<file path="config.mk">
export PLATFORM = sky130hd
export DESIGN_NAME = generator_autostart_controller_top
export DESIGN_NICKNAME = d
export VERILOG_FILES = /design/src/gac_pkg.sv /design/src/gac_scale.sv /design/src/gac_ctrl.sv /design/src/generator_autostart_controller_top.sv
export SDC_FILE = /design/constraint.sdc
export NUM_CORES = 1
export LEC_CHECK = 0
export BUFFER_PORTS_ARGS = -buffer_cell sky130_fd_sc_hd__buf_2
export CORE_MARGIN = 2
export CORE_UTILIZATION = 45
export DETAILED_ROUTE_END_ITERATION = 16
export GPL_ROUTABILITY_DRIVEN = 0
export PLACE_DENSITY_LB_ADDON = 0.12
export SYNTH_ARGS = -nofsm -noshare
export SYNTH_HDL_FRONTEND = slang
export SYNTH_SLANG_ARGS = --single-unit
export TNS_END_PERCENT = 20
</file>
<file path="constraint.sdc">
create_clock -name clk -period 11 [get_ports clk]
set_input_delay 1.1 -clock clk [delete_from_list [all_inputs] [get_ports clk]]
set_output_delay 1.1 -clock clk [all_outputs]
set_load 0.01 [all_outputs]
</file>
<file path="src/gac_pkg.sv">
`default_nettype none
// ----------------------------------------------------------------------------
// gac_pkg - shared types and constants for the generator autostart controller
// Configuration layout, register indexes, key codes and status word fields.
// ----------------------------------------------------------------------------
package gac_pkg;

    localparam int MAX_ATTEMPTS_DEF = 3;

    localparam int ADC_W   = 10;
    localparam int KEY_W   = 3;
    localparam int MV_W    = 15;
    localparam int THR_W   = 14;
    localparam int REST_W  = 10;
    localparam int CRANK_W = 5;
    localparam int IDLE_W  = 7;
    localparam int ATT_W   = 2;
    localparam int IDX_W   = 3;
    localparam int DATA_W  = 15;
    localparam int PROD_W  = ADC_W + MV_W;

    // floor(p / 1023) == (p * RECIP_1023) >> RECIP_SHIFT for p < 2**25
    localparam int RECIP_SHIFT = 35;
    localparam int RECIP_W     = 26;
    localparam logic [RECIP_W-1:0] RECIP_1023 = 26'd33587233;

    localparam logic [MV_W-1:0] HYST_MV     = 15'd200;
    localparam logic [MV_W-1:0] FAILSAFE_MV = 15'd14000;

    localparam logic [KEY_W-1:0] KEY_UP     = 3'd1;
    localparam logic [KEY_W-1:0] KEY_DOWN   = 3'd2;
    localparam logic [KEY_W-1:0] KEY_SELECT = 3'd4;
    localparam logic [KEY_W-1:0] KEY_NONE   = 3'd5;

    localparam logic [IDX_W-1:0] REG_MIN_THR   = 3'd0;
    localparam logic [IDX_W-1:0] REG_MAX_THR   = 3'd1;
    localparam logic [IDX_W-1:0] REG_REST      = 3'd2;
    localparam logic [IDX_W-1:0] REG_CRANK     = 3'd3;
    localparam logic [IDX_W-1:0] REG_FULLSCALE = 3'd4;
    localparam logic [IDX_W-1:0] REG_IDLE      = 3'd5;

    localparam logic [THR_W-1:0]   MIN_THR_RST   = 14'd11500;
    localparam logic [THR_W-1:0]   MAX_THR_RST   = 14'd13500;
    localparam logic [REST_W-1:0]  REST_RST      = 10'd300;
    localparam logic [CRANK_W-1:0] CRANK_RST     = 5'd25;
    localparam logic [MV_W-1:0]    FULLSCALE_RST = 15'd31000;
    localparam logic [IDLE_W-1:0]  IDLE_RST      = 7'd100;

    typedef struct packed {
        logic [THR_W-1:0]   min_threshold_mv;
        logic [THR_W-1:0]   max_threshold_mv;
        logic [REST_W-1:0]  rest_ticks;
        logic [CRANK_W-1:0] crank_ticks;
        logic [MV_W-1:0]    full_scale_mv;
        logic [IDLE_W-1:0]  idle_limit;
    } cfg_t;

    typedef struct packed {
        logic            coil_on;
        logic            starter_on;
        logic            start_failed;
        logic            automation_on;
        logic            screen_on;
        logic [MV_W-1:0] battery_mv;
    } status_t;

endpackage
`default_nettype wire

</file>
<file path="src/gac_scale.sv">
`default_nettype none
// ----------------------------------------------------------------------------
// gac_scale - battery sample scaling pipeline
// Input register, sample times full scale, then exact divide by 1023 via a
// reciprocal multiply. Key and running sense travel alongside.
// ----------------------------------------------------------------------------
module gac_scale
(
    input  wire logic                        clk,
    input  wire logic                        rst_n,
    input  wire logic                        up_valid,
    output logic                             up_ready,
    input  wire logic [gac_pkg::ADC_W-1:0]   up_adc,
    input  wire logic                        up_gen,
    input  wire logic [gac_pkg::KEY_W-1:0]   up_key,
    input  wire logic [gac_pkg::MV_W-1:0]    full_scale_mv,
    output logic                             dn_valid,
    input  wire logic                        dn_ready,
    output logic [gac_pkg::MV_W-1:0]         dn_mv,
    output logic                             dn_gen,
    output logic [gac_pkg::KEY_W-1:0]        dn_key
);

    localparam int RP_W = gac_pkg::PROD_W + gac_pkg::RECIP_W;

    logic                          v0_reg, v1_reg, v2_reg;
    logic                          rdy0, rdy1, rdy2;
    logic [gac_pkg::ADC_W-1:0]     adc0_reg;
    logic                          gen0_reg, gen1_reg, gen2_reg;
    logic [gac_pkg::KEY_W-1:0]     key0_reg, key1_reg, key2_reg;
    logic [gac_pkg::PROD_W-1:0]    prod_reg, prod_next;
    logic [gac_pkg::MV_W-1:0]      mv_reg, mv_next;
    logic [RP_W-1:0]               recip_prod;

    assign rdy2     = !v2_reg || dn_ready;
    assign rdy1     = !v1_reg || rdy2;
    assign rdy0     = !v0_reg || rdy1;
    assign up_ready = rdy0;

    assign prod_next  = {{gac_pkg::MV_W{1'b0}}, adc0_reg}
                      * {{gac_pkg::ADC_W{1'b0}}, full_scale_mv};
    assign recip_prod = {{gac_pkg::RECIP_W{1'b0}}, prod_reg}
                      * {{gac_pkg::PROD_W{1'b0}}, gac_pkg::RECIP_1023};
    assign mv_next    = recip_prod[gac_pkg::RECIP_SHIFT +: gac_pkg::MV_W];

    always_ff @(posedge clk or negedge rst_n)
    begin
        if (!rst_n)
        begin
            v0_reg <= 1'b0;
            v1_reg <= 1'b0;
            v2_reg <= 1'b0;
        end
        else
        begin
            if (rdy0)
            begin
                v0_reg <= up_valid;
            end
            if (rdy1)
            begin
                v1_reg <= v0_reg;
            end
            if (rdy2)
            begin
                v2_reg <= v1_reg;
            end
        end
    end

    always_ff @(posedge clk)
    begin
        if (rdy0 && up_valid)
        begin
            adc0_reg <= up_adc;
            gen0_reg <= up_gen;
            key0_reg <= up_key;
        end
        if (rdy1 && v0_reg)
        begin
            prod_reg <= prod_next;
            gen1_reg <= gen0_reg;
            key1_reg <= key0_reg;
        end
        if (rdy2 && v1_reg)
        begin
            mv_reg   <= mv_next;
            gen2_reg <= gen1_reg;
            key2_reg <= key1_reg;
        end
    end

    assign dn_valid = v2_reg;
    assign dn_mv    = mv_reg;
    assign dn_gen   = gen2_reg;
    assign dn_key   = key2_reg;

endmodule
`default_nettype wire

</file>
<file path="src/gac_ctrl.sv">
`default_nettype none
// ----------------------------------------------------------------------------
// gac_ctrl - per-tick controller state and result register
// Idle timer, held-key suppression, automation toggle, crank/rest sequencing
// with retry and failure latch, hysteresis and stop conditions.
// ----------------------------------------------------------------------------
module gac_ctrl
#(
    parameter int MAX_ATTEMPTS = gac_pkg::MAX_ATTEMPTS_DEF
)
(
    input  wire logic                       clk,
    input  wire logic                       rst_n,
    input  wire gac_pkg::cfg_t              cfg,
    input  wire logic                       up_valid,
    output logic                            up_ready,
    input  wire logic [gac_pkg::MV_W-1:0]   up_mv,
    input  wire logic                       up_gen,
    input  wire logic [gac_pkg::KEY_W-1:0]  up_key,
    output logic                            dn_valid,
    input  wire logic                       dn_ready,
    output gac_pkg::status_t                dn_status
);

    localparam logic [gac_pkg::ATT_W:0] MAX_ATT = (gac_pkg::ATT_W+1)'(MAX_ATTEMPTS);

    logic                            out_valid_reg;
    gac_pkg::status_t                status_reg, status_next;
    logic                            step;

    logic                            auto_reg, auto_next;
    logic                            disp_reg, disp_next;
    logic [gac_pkg::IDLE_W-1:0]      idle_reg, idle_next, idle_inc;
    logic                            prev_reg, prev_next;
    logic                            coil_reg, coil_next;
    logic                            starter_reg, starter_next;
    logic                            thr_reg, thr_next;
    logic [gac_pkg::CRANK_W-1:0]     crank_reg, crank_next;
    logic [gac_pkg::REST_W-1:0]      rest_reg, rest_next;
    logic [gac_pkg::ATT_W-1:0]       att_reg, att_next;
    logic                            failed_reg, failed_next;

    logic [gac_pkg::KEY_W-1:0]       key_n;
    logic                            pressed;
    logic [gac_pkg::MV_W-1:0]        low_mv;
    logic [gac_pkg::ATT_W:0]         att_inc;
    logic                            above_low, below_low;
    logic                            do_halt, do_fail;

    assign up_ready = !out_valid_reg || dn_ready;
    assign step     = up_valid && up_ready;

    assign key_n     = (up_key > gac_pkg::KEY_NONE) ? gac_pkg::KEY_NONE : up_key;
    assign pressed   = (key_n != gac_pkg::KEY_NONE);
    assign idle_inc  = idle_reg + 7'd1;
    assign low_mv    = {1'b0, cfg.min_threshold_mv} + (thr_reg ? gac_pkg::HYST_MV : 15'd0);
    assign above_low = (up_mv > low_mv) && !up_gen;
    assign below_low = (up_mv < low_mv) && !up_gen;
    assign att_inc   = {1'b0, att_reg} + 3'd1;

    always_comb
    begin
        auto_next    = auto_reg;
        disp_next    = disp_reg;
        idle_next    = idle_reg;
        prev_next    = prev_reg;
        coil_next    = coil_reg;
        starter_next = starter_reg;
        thr_next     = thr_reg;
        crank_next   = crank_reg;
        rest_next    = rest_reg;
        att_next     = att_reg;
        failed_next  = failed_reg;
        do_halt      = 1'b0;
        do_fail      = 1'b0;

        // screen idle timer
        if ((key_n == gac_pkg::KEY_NONE) && (idle_reg < cfg.idle_limit) && disp_reg)
        begin
            if (idle_inc >= cfg.idle_limit)
            begin
                disp_next = 1'b0;
                idle_next = '0;
            end
            else
            begin
                disp_next = 1'b1;
                idle_next = idle_inc;
            end
        end
        else if (key_n == gac_pkg::KEY_SELECT)
        begin
            disp_next = 1'b1;
        end
        if (pressed)
        begin
            idle_next = '0;
        end

        if (!failed_reg)
        begin
            prev_next = pressed;
            if (!(prev_reg && pressed))
            begin
                if (((key_n == gac_pkg::KEY_UP) || (key_n == gac_pkg::KEY_DOWN)) && disp_next)
                begin
                    auto_next = !auto_reg;
                end
                do_halt = above_low;

                if (!auto_next)
                begin
                    att_next = '0;
                end
                else if (below_low)
                begin
                    thr_next  = 1'b1;
                    coil_next = 1'b1;
                    if ({1'b0, att_reg} >= MAX_ATT)
                    begin
                        do_fail = 1'b1;
                    end
                    else if (crank_reg < cfg.crank_ticks)
                    begin
                        starter_next = 1'b1;
                        crank_next   = crank_reg + 5'd1;
                    end
                    else if (rest_reg < cfg.rest_ticks)
                    begin
                        starter_next = 1'b0;
                        rest_next    = rest_reg + 10'd1;
                    end
                    else if (att_inc >= MAX_ATT)
                    begin
                        do_fail = 1'b1;
                    end
                    else if (cfg.crank_ticks != '0)
                    begin
                        starter_next = 1'b1;
                        att_next     = att_inc[gac_pkg::ATT_W-1:0];
                        crank_next   = 5'd1;
                        rest_next    = '0;
                    end
                    else if (cfg.rest_ticks != '0)
                    begin
                        starter_next = 1'b0;
                        att_next     = att_inc[gac_pkg::ATT_W-1:0];
                        crank_next   = '0;
                        rest_next    = 10'd1;
                    end
                    else
                    begin
                        // zero crank and rest: remaining attempts all pass this tick
                        do_fail = 1'b1;
                    end
                end
                else
                begin
                    priority if ((up_mv >= {1'b0, cfg.max_threshold_mv}) && up_gen)
                    begin
                        do_halt = 1'b1;
                    end
                    else if (above_low)
                    begin
                        do_halt  = 1'b1;
                        thr_next = 1'b0;
                    end
                    else if (up_mv > gac_pkg::FAILSAFE_MV)
                    begin
                        do_halt = 1'b1;
                    end
                    else
                    begin
                        do_halt = 1'b0;
                    end
                    if (up_gen)
                    begin
                        starter_next = 1'b0;
                        att_next     = '0;
                    end
                end

                if (do_halt || do_fail)
                begin
                    coil_next    = 1'b0;
                    starter_next = 1'b0;
                    crank_next   = '0;
                    rest_next    = '0;
                    att_next     = '0;
                end
                if (do_fail)
                begin
                    failed_next = 1'b1;
                end
            end
        end

        status_next.coil_on       = coil_next;
        status_next.starter_on    = starter_next;
        status_next.start_failed  = failed_next;
        status_next.automation_on = auto_next;
        status_next.screen_on     = disp_next;
        status_next.battery_mv    = up_mv;
    end

    always_ff @(posedge clk or negedge rst_n)
    begin
        if (!rst_n)
        begin
            out_valid_reg <= 1'b0;
            auto_reg      <= 1'b0;
            disp_reg      <= 1'b1;
            idle_reg      <= '0;
            prev_reg      <= 1'b0;
            coil_reg      <= 1'b0;
            starter_reg   <= 1'b0;
            thr_reg       <= 1'b0;
            crank_reg     <= '0;
            rest_reg      <= '0;
            att_reg       <= '0;
            failed_reg    <= 1'b0;
        end
        else
        begin
            if (up_ready)
            begin
                out_valid_reg <= up_valid;
            end
            if (step)
            begin
                auto_reg    <= auto_next;
                disp_reg    <= disp_next;
                idle_reg    <= idle_next;
                prev_reg    <= prev_next;
                coil_reg    <= coil_next;
                starter_reg <= starter_next;
                thr_reg     <= thr_next;
                crank_reg   <= crank_next;
                rest_reg    <= rest_next;
                att_reg     <= att_next;
                failed_reg  <= failed_next;
            end
        end
    end

    always_ff @(posedge clk)
    begin
        if (step)
        begin
            status_reg <= status_next;
        end
    end

    assign dn_valid  = out_valid_reg;
    assign dn_status = status_reg;

endmodule
`default_nettype wire

</file>
<file path="src/generator_autostart_controller_top.sv">
`default_nettype none
// ----------------------------------------------------------------------------
// generator_autostart_controller_top - automatic generator start controller
// One input word per control tick: battery sample, running sense and key.
// One result word per tick: coil, starter, failure lamp, automation, screen
// and battery millivolts.
//
// Channels: input, result and configuration, each with valid/ready. The
// configuration port is always ready; write it only while the block is idle.
// Path: a word loaded into the input register passes through the product
// and millivolt registers to the result register.
// Throughput: one word per cycle while out_ready stays high; the per-tick state
// updates in the same cycle that the result register loads.
// Reset: configuration returns to its defaults, automation off, screen on,
// counters clear, failure latch clears, pipeline empties.
// Receiver stall: the result register holds; words already in the scaling
// stages move up behind it and the input keeps accepting until all stages
// are full, then ready drops until the result word is taken.
// ----------------------------------------------------------------------------
module generator_autostart_controller_top
#(
    parameter int MAX_ATTEMPTS = gac_pkg::MAX_ATTEMPTS_DEF
)
(
    input  wire logic                         clk,
    input  wire logic                         rst_n,
    input  wire logic                         in_valid,
    output logic                              in_ready,
    input  wire logic [gac_pkg::ADC_W-1:0]    battery_adc,
    input  wire logic                         gen_running,
    input  wire logic [gac_pkg::KEY_W-1:0]    key,
    output logic                              out_valid,
    input  wire logic                         out_ready,
    output logic                              coil_on,
    output logic                              starter_on,
    output logic                              start_failed,
    output logic                              automation_on,
    output logic                              screen_on,
    output logic [gac_pkg::MV_W-1:0]          battery_mv,
    input  wire logic                         cfg_valid,
    output logic                              cfg_ready,
    input  wire logic [gac_pkg::IDX_W-1:0]    cfg_index,
    input  wire logic [gac_pkg::DATA_W-1:0]   cfg_data
);

    gac_pkg::cfg_t                cfg_reg;
    logic                         sc_valid, sc_ready, sc_gen;
    logic [gac_pkg::MV_W-1:0]     sc_mv;
    logic [gac_pkg::KEY_W-1:0]    sc_key;
    gac_pkg::status_t             status;

    assign cfg_ready = 1'b1;

    always_ff @(posedge clk or negedge rst_n)
    begin
        if (!rst_n)
        begin
            cfg_reg.min_threshold_mv <= gac_pkg::MIN_THR_RST;
            cfg_reg.max_threshold_mv <= gac_pkg::MAX_THR_RST;
            cfg_reg.rest_ticks       <= gac_pkg::REST_RST;
            cfg_reg.crank_ticks      <= gac_pkg::CRANK_RST;
            cfg_reg.full_scale_mv    <= gac_pkg::FULLSCALE_RST;
            cfg_reg.idle_limit       <= gac_pkg::IDLE_RST;
        end
        else if (cfg_valid && cfg_ready)
        begin
            unique case (cfg_index)
                gac_pkg::REG_MIN_THR:
                begin
                    cfg_reg.min_threshold_mv <= cfg_data[gac_pkg::THR_W-1:0];
                end
                gac_pkg::REG_MAX_THR:
                begin
                    cfg_reg.max_threshold_mv <= cfg_data[gac_pkg::THR_W-1:0];
                end
                gac_pkg::REG_REST:
                begin
                    cfg_reg.rest_ticks <= cfg_data[gac_pkg::REST_W-1:0];
                end
                gac_pkg::REG_CRANK:
                begin
                    cfg_reg.crank_ticks <= cfg_data[gac_pkg::CRANK_W-1:0];
                end
                gac_pkg::REG_FULLSCALE:
                begin
                    cfg_reg.full_scale_mv <= cfg_data[gac_pkg::MV_W-1:0];
                end
                gac_pkg::REG_IDLE:
                begin
                    cfg_reg.idle_limit <= cfg_data[gac_pkg::IDLE_W-1:0];
                end
                default:
                begin
                    cfg_reg <= cfg_reg;
                end
            endcase
        end
    end

    gac_scale u_scale
    (
        .clk           (clk),
        .rst_n         (rst_n),
        .up_valid      (in_valid),
        .up_ready      (in_ready),
        .up_adc        (battery_adc),
        .up_gen        (gen_running),
        .up_key        (key),
        .full_scale_mv (cfg_reg.full_scale_mv),
        .dn_valid      (sc_valid),
        .dn_ready      (sc_ready),
        .dn_mv         (sc_mv),
        .dn_gen        (sc_gen),
        .dn_key        (sc_key)
    );

    gac_ctrl
    #(
        .MAX_ATTEMPTS (MAX_ATTEMPTS)
    )
    u_ctrl
    (
        .clk       (clk),
        .rst_n     (rst_n),
        .cfg       (cfg_reg),
        .up_valid  (sc_valid),
        .up_ready  (sc_ready),
        .up_mv     (sc_mv),
        .up_gen    (sc_gen),
        .up_key    (sc_key),
        .dn_valid  (out_valid),
        .dn_ready  (out_ready),
        .dn_status (status)
    );

    assign coil_on       = status.coil_on;
    assign starter_on    = status.starter_on;
    assign start_failed  = status.start_failed;
    assign automation_on = status.automation_on;
    assign screen_on     = status.screen_on;
    assign battery_mv    = status.battery_mv;

endmodule
`default_nettype wire
</file>
# == After elaboration in Yosys (flattened, before gate mapping) ==
# Cells that the tools add are included.
# totals
n_memories,0
rom_bits,0
input_bits,37
latchBits,0
wordCells,203
mem_bits_rw,0
ff_bits,182
# classes
n_mux,81
multipliers,2
n_shift,0
n_bitwise,2
add_sub_neg,5
reduce_logical,44
div,0
order_cmp,11
n_eq_ne,22
# ops
operator,n
2-to-1 mux 10 bit,9
"multiplier 25 x 26 -> 50 bit, second input constant",1
2-to-1 mux 1 bit,48
2-to-1 mux 5 bit,9
AND reduction 9 bit,3
multiplier 10 x 15 -> 25 bit,1
2-to-1 mux 7 bit,3
2-to-1 mux 2 bit,10
"!= test 4 bit, second input constant",4
AND reduction 2 bit,8
adder 14 x 15 -> 15 bit,1
greater-or-equal comparator 15 x 14 -> 1 bit,1
"greater-than comparator 15 x 14 -> 1 bit, second input constant",1
greater-than comparator 15 bit,1
< comparator 15 bit,1
"equality test 3 bit, second input constant",4
logical AND 1 bit,11
"adder 10 x 1 -> 10 bit, second input constant",1
< comparator 10 bit,1
nonzero test 10 bit,1
"equality test 3 x 2 -> 1 bit, second input constant",3
"!= test 3 x 2 -> 1 bit, second input constant",3
2-to-1 mux 8 bit,1
nonzero test 2 bit,4
23 further kinds,37

# == Depth between registers and ports, before layout ==
# logic_depth
word_depth,17
depth_mapped,22
depth_no_buf,21

# == Cells and area by module ==
# From an unflattened synthesis, not the netlist that was laid out.
# hier_totals
cells_unflattened,1602
area_unflattened_um2,16734.8
# by_module_without_submodules
mod,instances,area_per_inst_um2,cells_each,seq_area_each_um2
gac_scale,1,9945.8,1000,1936.9
gac_ctrl,1,4251.6,458,1402.6
generator_autostart_controller_top,1,2537.4,144,1667.8

# == Least setup slack after synthesis ==
# OpenSTA, ideal clock, no wires.
# synth_timing
kind,reg2reg
start,register u_scale.adc0_reg[3] (netlist bit)
end,register u_scale.prod_reg[23] (netlist bit) (data pin)
stages_incl_launch_ff,20
path_buffers,1
setup_slack_ns,5.505
period_less_slack_ns,5.495
arrival_time_ns,5.238
cell_sequence,edfxtp_1 -> clkbuf_1 -> nand2_1 -> fa_1 -> inv_1 -> fa_1 -> inv_1 -> fa_1 -> fa_1 -> inv_1 -> fa_1 -> ha_1 -> o21ai_0 -> nand2b_1 -> nor4bb_1 -> or4_1 -> a41oi_1 -> o21ai_0 -> a21oi_1 -> xnor2_1
# synth_between
elab_chain_cells,1
# synth_rtl
item,line_no,rtl
start: declaration,gac_scale.sv:28,logic [gac_pkg::ADC_W-1:0] adc0_reg;
start signal: assignment,gac_scale.sv:75,adc0_reg <= up_adc;
multiplier 10 x 15 -> 25 bit,gac_scale.sv:41,"* {{gac_pkg::ADC_W{1'b0}}, full_scale_mv};"
"via u_scale.prod_next, one bit",gac_scale.sv:31,"logic [gac_pkg::PROD_W-1:0] prod_reg, prod_next;"
end signal: assignment,gac_scale.sv:81,prod_reg <= prod_next;
end: declaration,gac_scale.sv:31,
# The timed path passes the listed nets, and every way through them passes these cells.
# A chain may end at the register's enable or synchronous reset.

# == Worst setup path in the final report ==
# Ends and elaborated chain as after synthesis.

==> metrics.yaml <==
r2r-start: "u_scale.adc0_reg[3]"
cts_buffers: 17
ant_nets: 0
postCtsHoldBufs: 0
critical_path_class: "register to register"
grt_pass1_wl_mm: 61.6
io_buffers: 58
grt_use_total_pct: 20.8
grt_pass1_vias: 11500
largest_reg_flops: 65
cp-endpoint: "u_scale.prod_reg[23]"
highest_layer: "met4"
worstSkewPairLatency_ns: 0.45
worstSetupStartpoint: "u_scale.adc0_reg[3]"
timing.rr.end: "u_scale.prod_reg[23]"
viasPerCell: 5.36
grt_max_degree: 73
clockRootBuffer: "clkbuf_16"
finalSetupViolCount: 0
die_height_um: 195
vias: 11400
endpoint_kind: "register"
critPathArrivalTime_ns: 6.08
worst_pin_slew_ns: 1.28
synth-seq-area-share_pct: 30.6
core_area_um2: 35700
wl_met2_mm: 18.3
place_hpwl_mm: 29.7
worstRegToRegCells: 18
syn-cell-area_um2: 16300
async_flop_share_pct: 54.9
nets: 2071
hold_viol: 0
cts_resized: 0
cts-htree-levels: 4
ys.flop_type: "edfxtp_1"
met1Wirelength_mm: 17.7
cts.sinks: 182
row_count: 69
post-cts-setup-buffers: 0
grt_overflow_total: 0
synth_edf_count: 82
syn_inst: 1608
startpoint_type: "register"
ys_ff_latch: 182
synthDistinctLibCells: 63
outcome: "finished, final reports clean"
firstDrtPassIters: 4
finalCritPeriodShare_pct: 53.4
drv_cap: 0
wl_mm: 37.5
antenna_cells: 0
grt_setup_unrepaired: "no"
area_growth_pct: 8.26
min_period_ns: 5.87
drt_iter0_markers: 497
maxSlewViolCount: 0
clockBufferDepth: 2
fin_tns_setup_ns: 0
skew_ns: 0.0135
avgSynthCellArea_um2: 10.2
relSlewSlack_pct: 13.9
hold_class: "register to register"
die-area_um2: 37900
nFillCells: 3305
clkTransAtPathRegs_ns: 0.08
met3_length_mm: 1.02
cp.required_ns: 11.20
io_pins: 60
reg2reg_slack_ns: 5.13
cts_tree: "built"
initial_core_util_pct: 45.8
yosysWarnings: 0
synth_nets: 2027
drive_gt1_share_pct: 10.6
wl_per_cell_um: 17.6
post-route-drc-count: 0
die_w_um: 195
max_freq_mhz: 170
antenna_found_initial: 0
cp_max_fo: 15
## cells in the final DEF, fill, tap and decap left out, drive strengths merged, types with 11 or more instances in the layout
cell type | Yosys | layout
ha | 263 | 263
inv | 235 | 245
nand2 | 156 | 156
fa | 119 | 119
and2 | 83 | 83
edfxtp | 82 | 82
o21ai | 82 | 82
dfrtp | 66 | 66
buf | 3 | 62
a21oi | 60 | 60
nor2 | 51 | 51
mux2 | 42 | 42
dfstp | 34 | 34
xnor2 | 31 | 31
nand3 | 26 | 26
a21o | 22 | 22
nor2b | 20 | 20
clkbuf | 34 | 20
o21a | 17 | 17
nand2b | 16 | 16
xor2 | 15 | 15
and3 | 14 | 14
nor3 | 11 | 11
## critical path: stages, from the launching register on
cell and delay [ns]:
edfxtp_1 0.67, nand2_1 0.15, fa_1 0.55, inv_1 0.05, fa_1 0.51, inv_1 0.05
fa_1 0.46, fa_1 0.54, inv_1 0.05, fa_1 0.47, ha_1 0.33, o21ai_0 0.12
nand2b_1 0.11, nor4bb_1 0.18, or4_1 0.57, a41oi_1 0.35, o21ai_0 0.16, a21oi_1 0.20
xnor2_1 0.10
## layer usage
layer | global-route usage, % | up-vias
met1 | 28.8 | 5674
li1 | - | 5542
met4 | 5.10 | 0
met3 | 2.24 | 31
met2 | 34.9 | 157
met5 | 0 | -
## cells by family after synthesis
group | share of synthesized area [%]
muxes | 2.89
adders and majority gates | 34.7
DFF | 30.6
and+or+nand+nor | 13.0
buffers and inverters | 6.27
xor gates and xnor gates | 2.46
AOI/OAI and AO/OA | 10.0
other | 0.0229
## synthesized netlist by cell type (all sizes together), types with 34 or more instances
library cell,n,area [um^2]
ha,263,3290
inv,235,882
nand2,156,586
fa,119,2380
and2,83,519
edfxtp,82,2460
o21ai,82,410
dfrtp,66,1650
a21oi,60,300
nor2,51,191
mux2,42,473
clkbuf,34,128
dfstp,34,893
## how the worst min path moves through the flow
stage / depth (start not counted) / start / end
final: 0 / u_scale.key1_reg[1] / u_scale.dn_key[1]
after global routing: 0 / u_scale.key1_reg[1] / u_scale.dn_key[1]
after CTS: 0 / u_scale.key1_reg[1] / u_scale.dn_key[1]
after detailed placement: 0 / u_scale.key1_reg[1] / u_scale.dn_key[1]
after global placement: 0 / u_scale.key1_reg[1] / u_scale.dn_key[1]
after floorplan: 0 / u_scale.gen1_reg / u_scale.dn_gen
## through the flow
stage               utilization [%]  worst slack (ns)  cells  hold slack, ns  area (um^2)
detailed placement             48.0              5.15   2094           0.406        17100
floorplan                         -              5.50   1608           0.400        16300
CTS                            49.6              5.11   2126           0.422        17700
global placement               48.0              5.28   2094           0.406        17100
finish                         49.6              5.13   2126           0.422        17700
global route                   49.6              4.79   2126           0.436        17700
## final cells by class
cell class              instances  area, um^2  area share (%)
multi-input cells            1154       10300            58.3
clock inverters                12         104           0.587
inverters                     235         882            4.98
well taps                     461         577            3.26
clock buffers                  20         479            2.71
repair buffers                 62         323            1.82
flip-flops and latches        182        5010            28.3
Power is left out: the tool's default activity adds up to more than one toggle a clock period on the data nets, which glitch-free logic cannot reach.
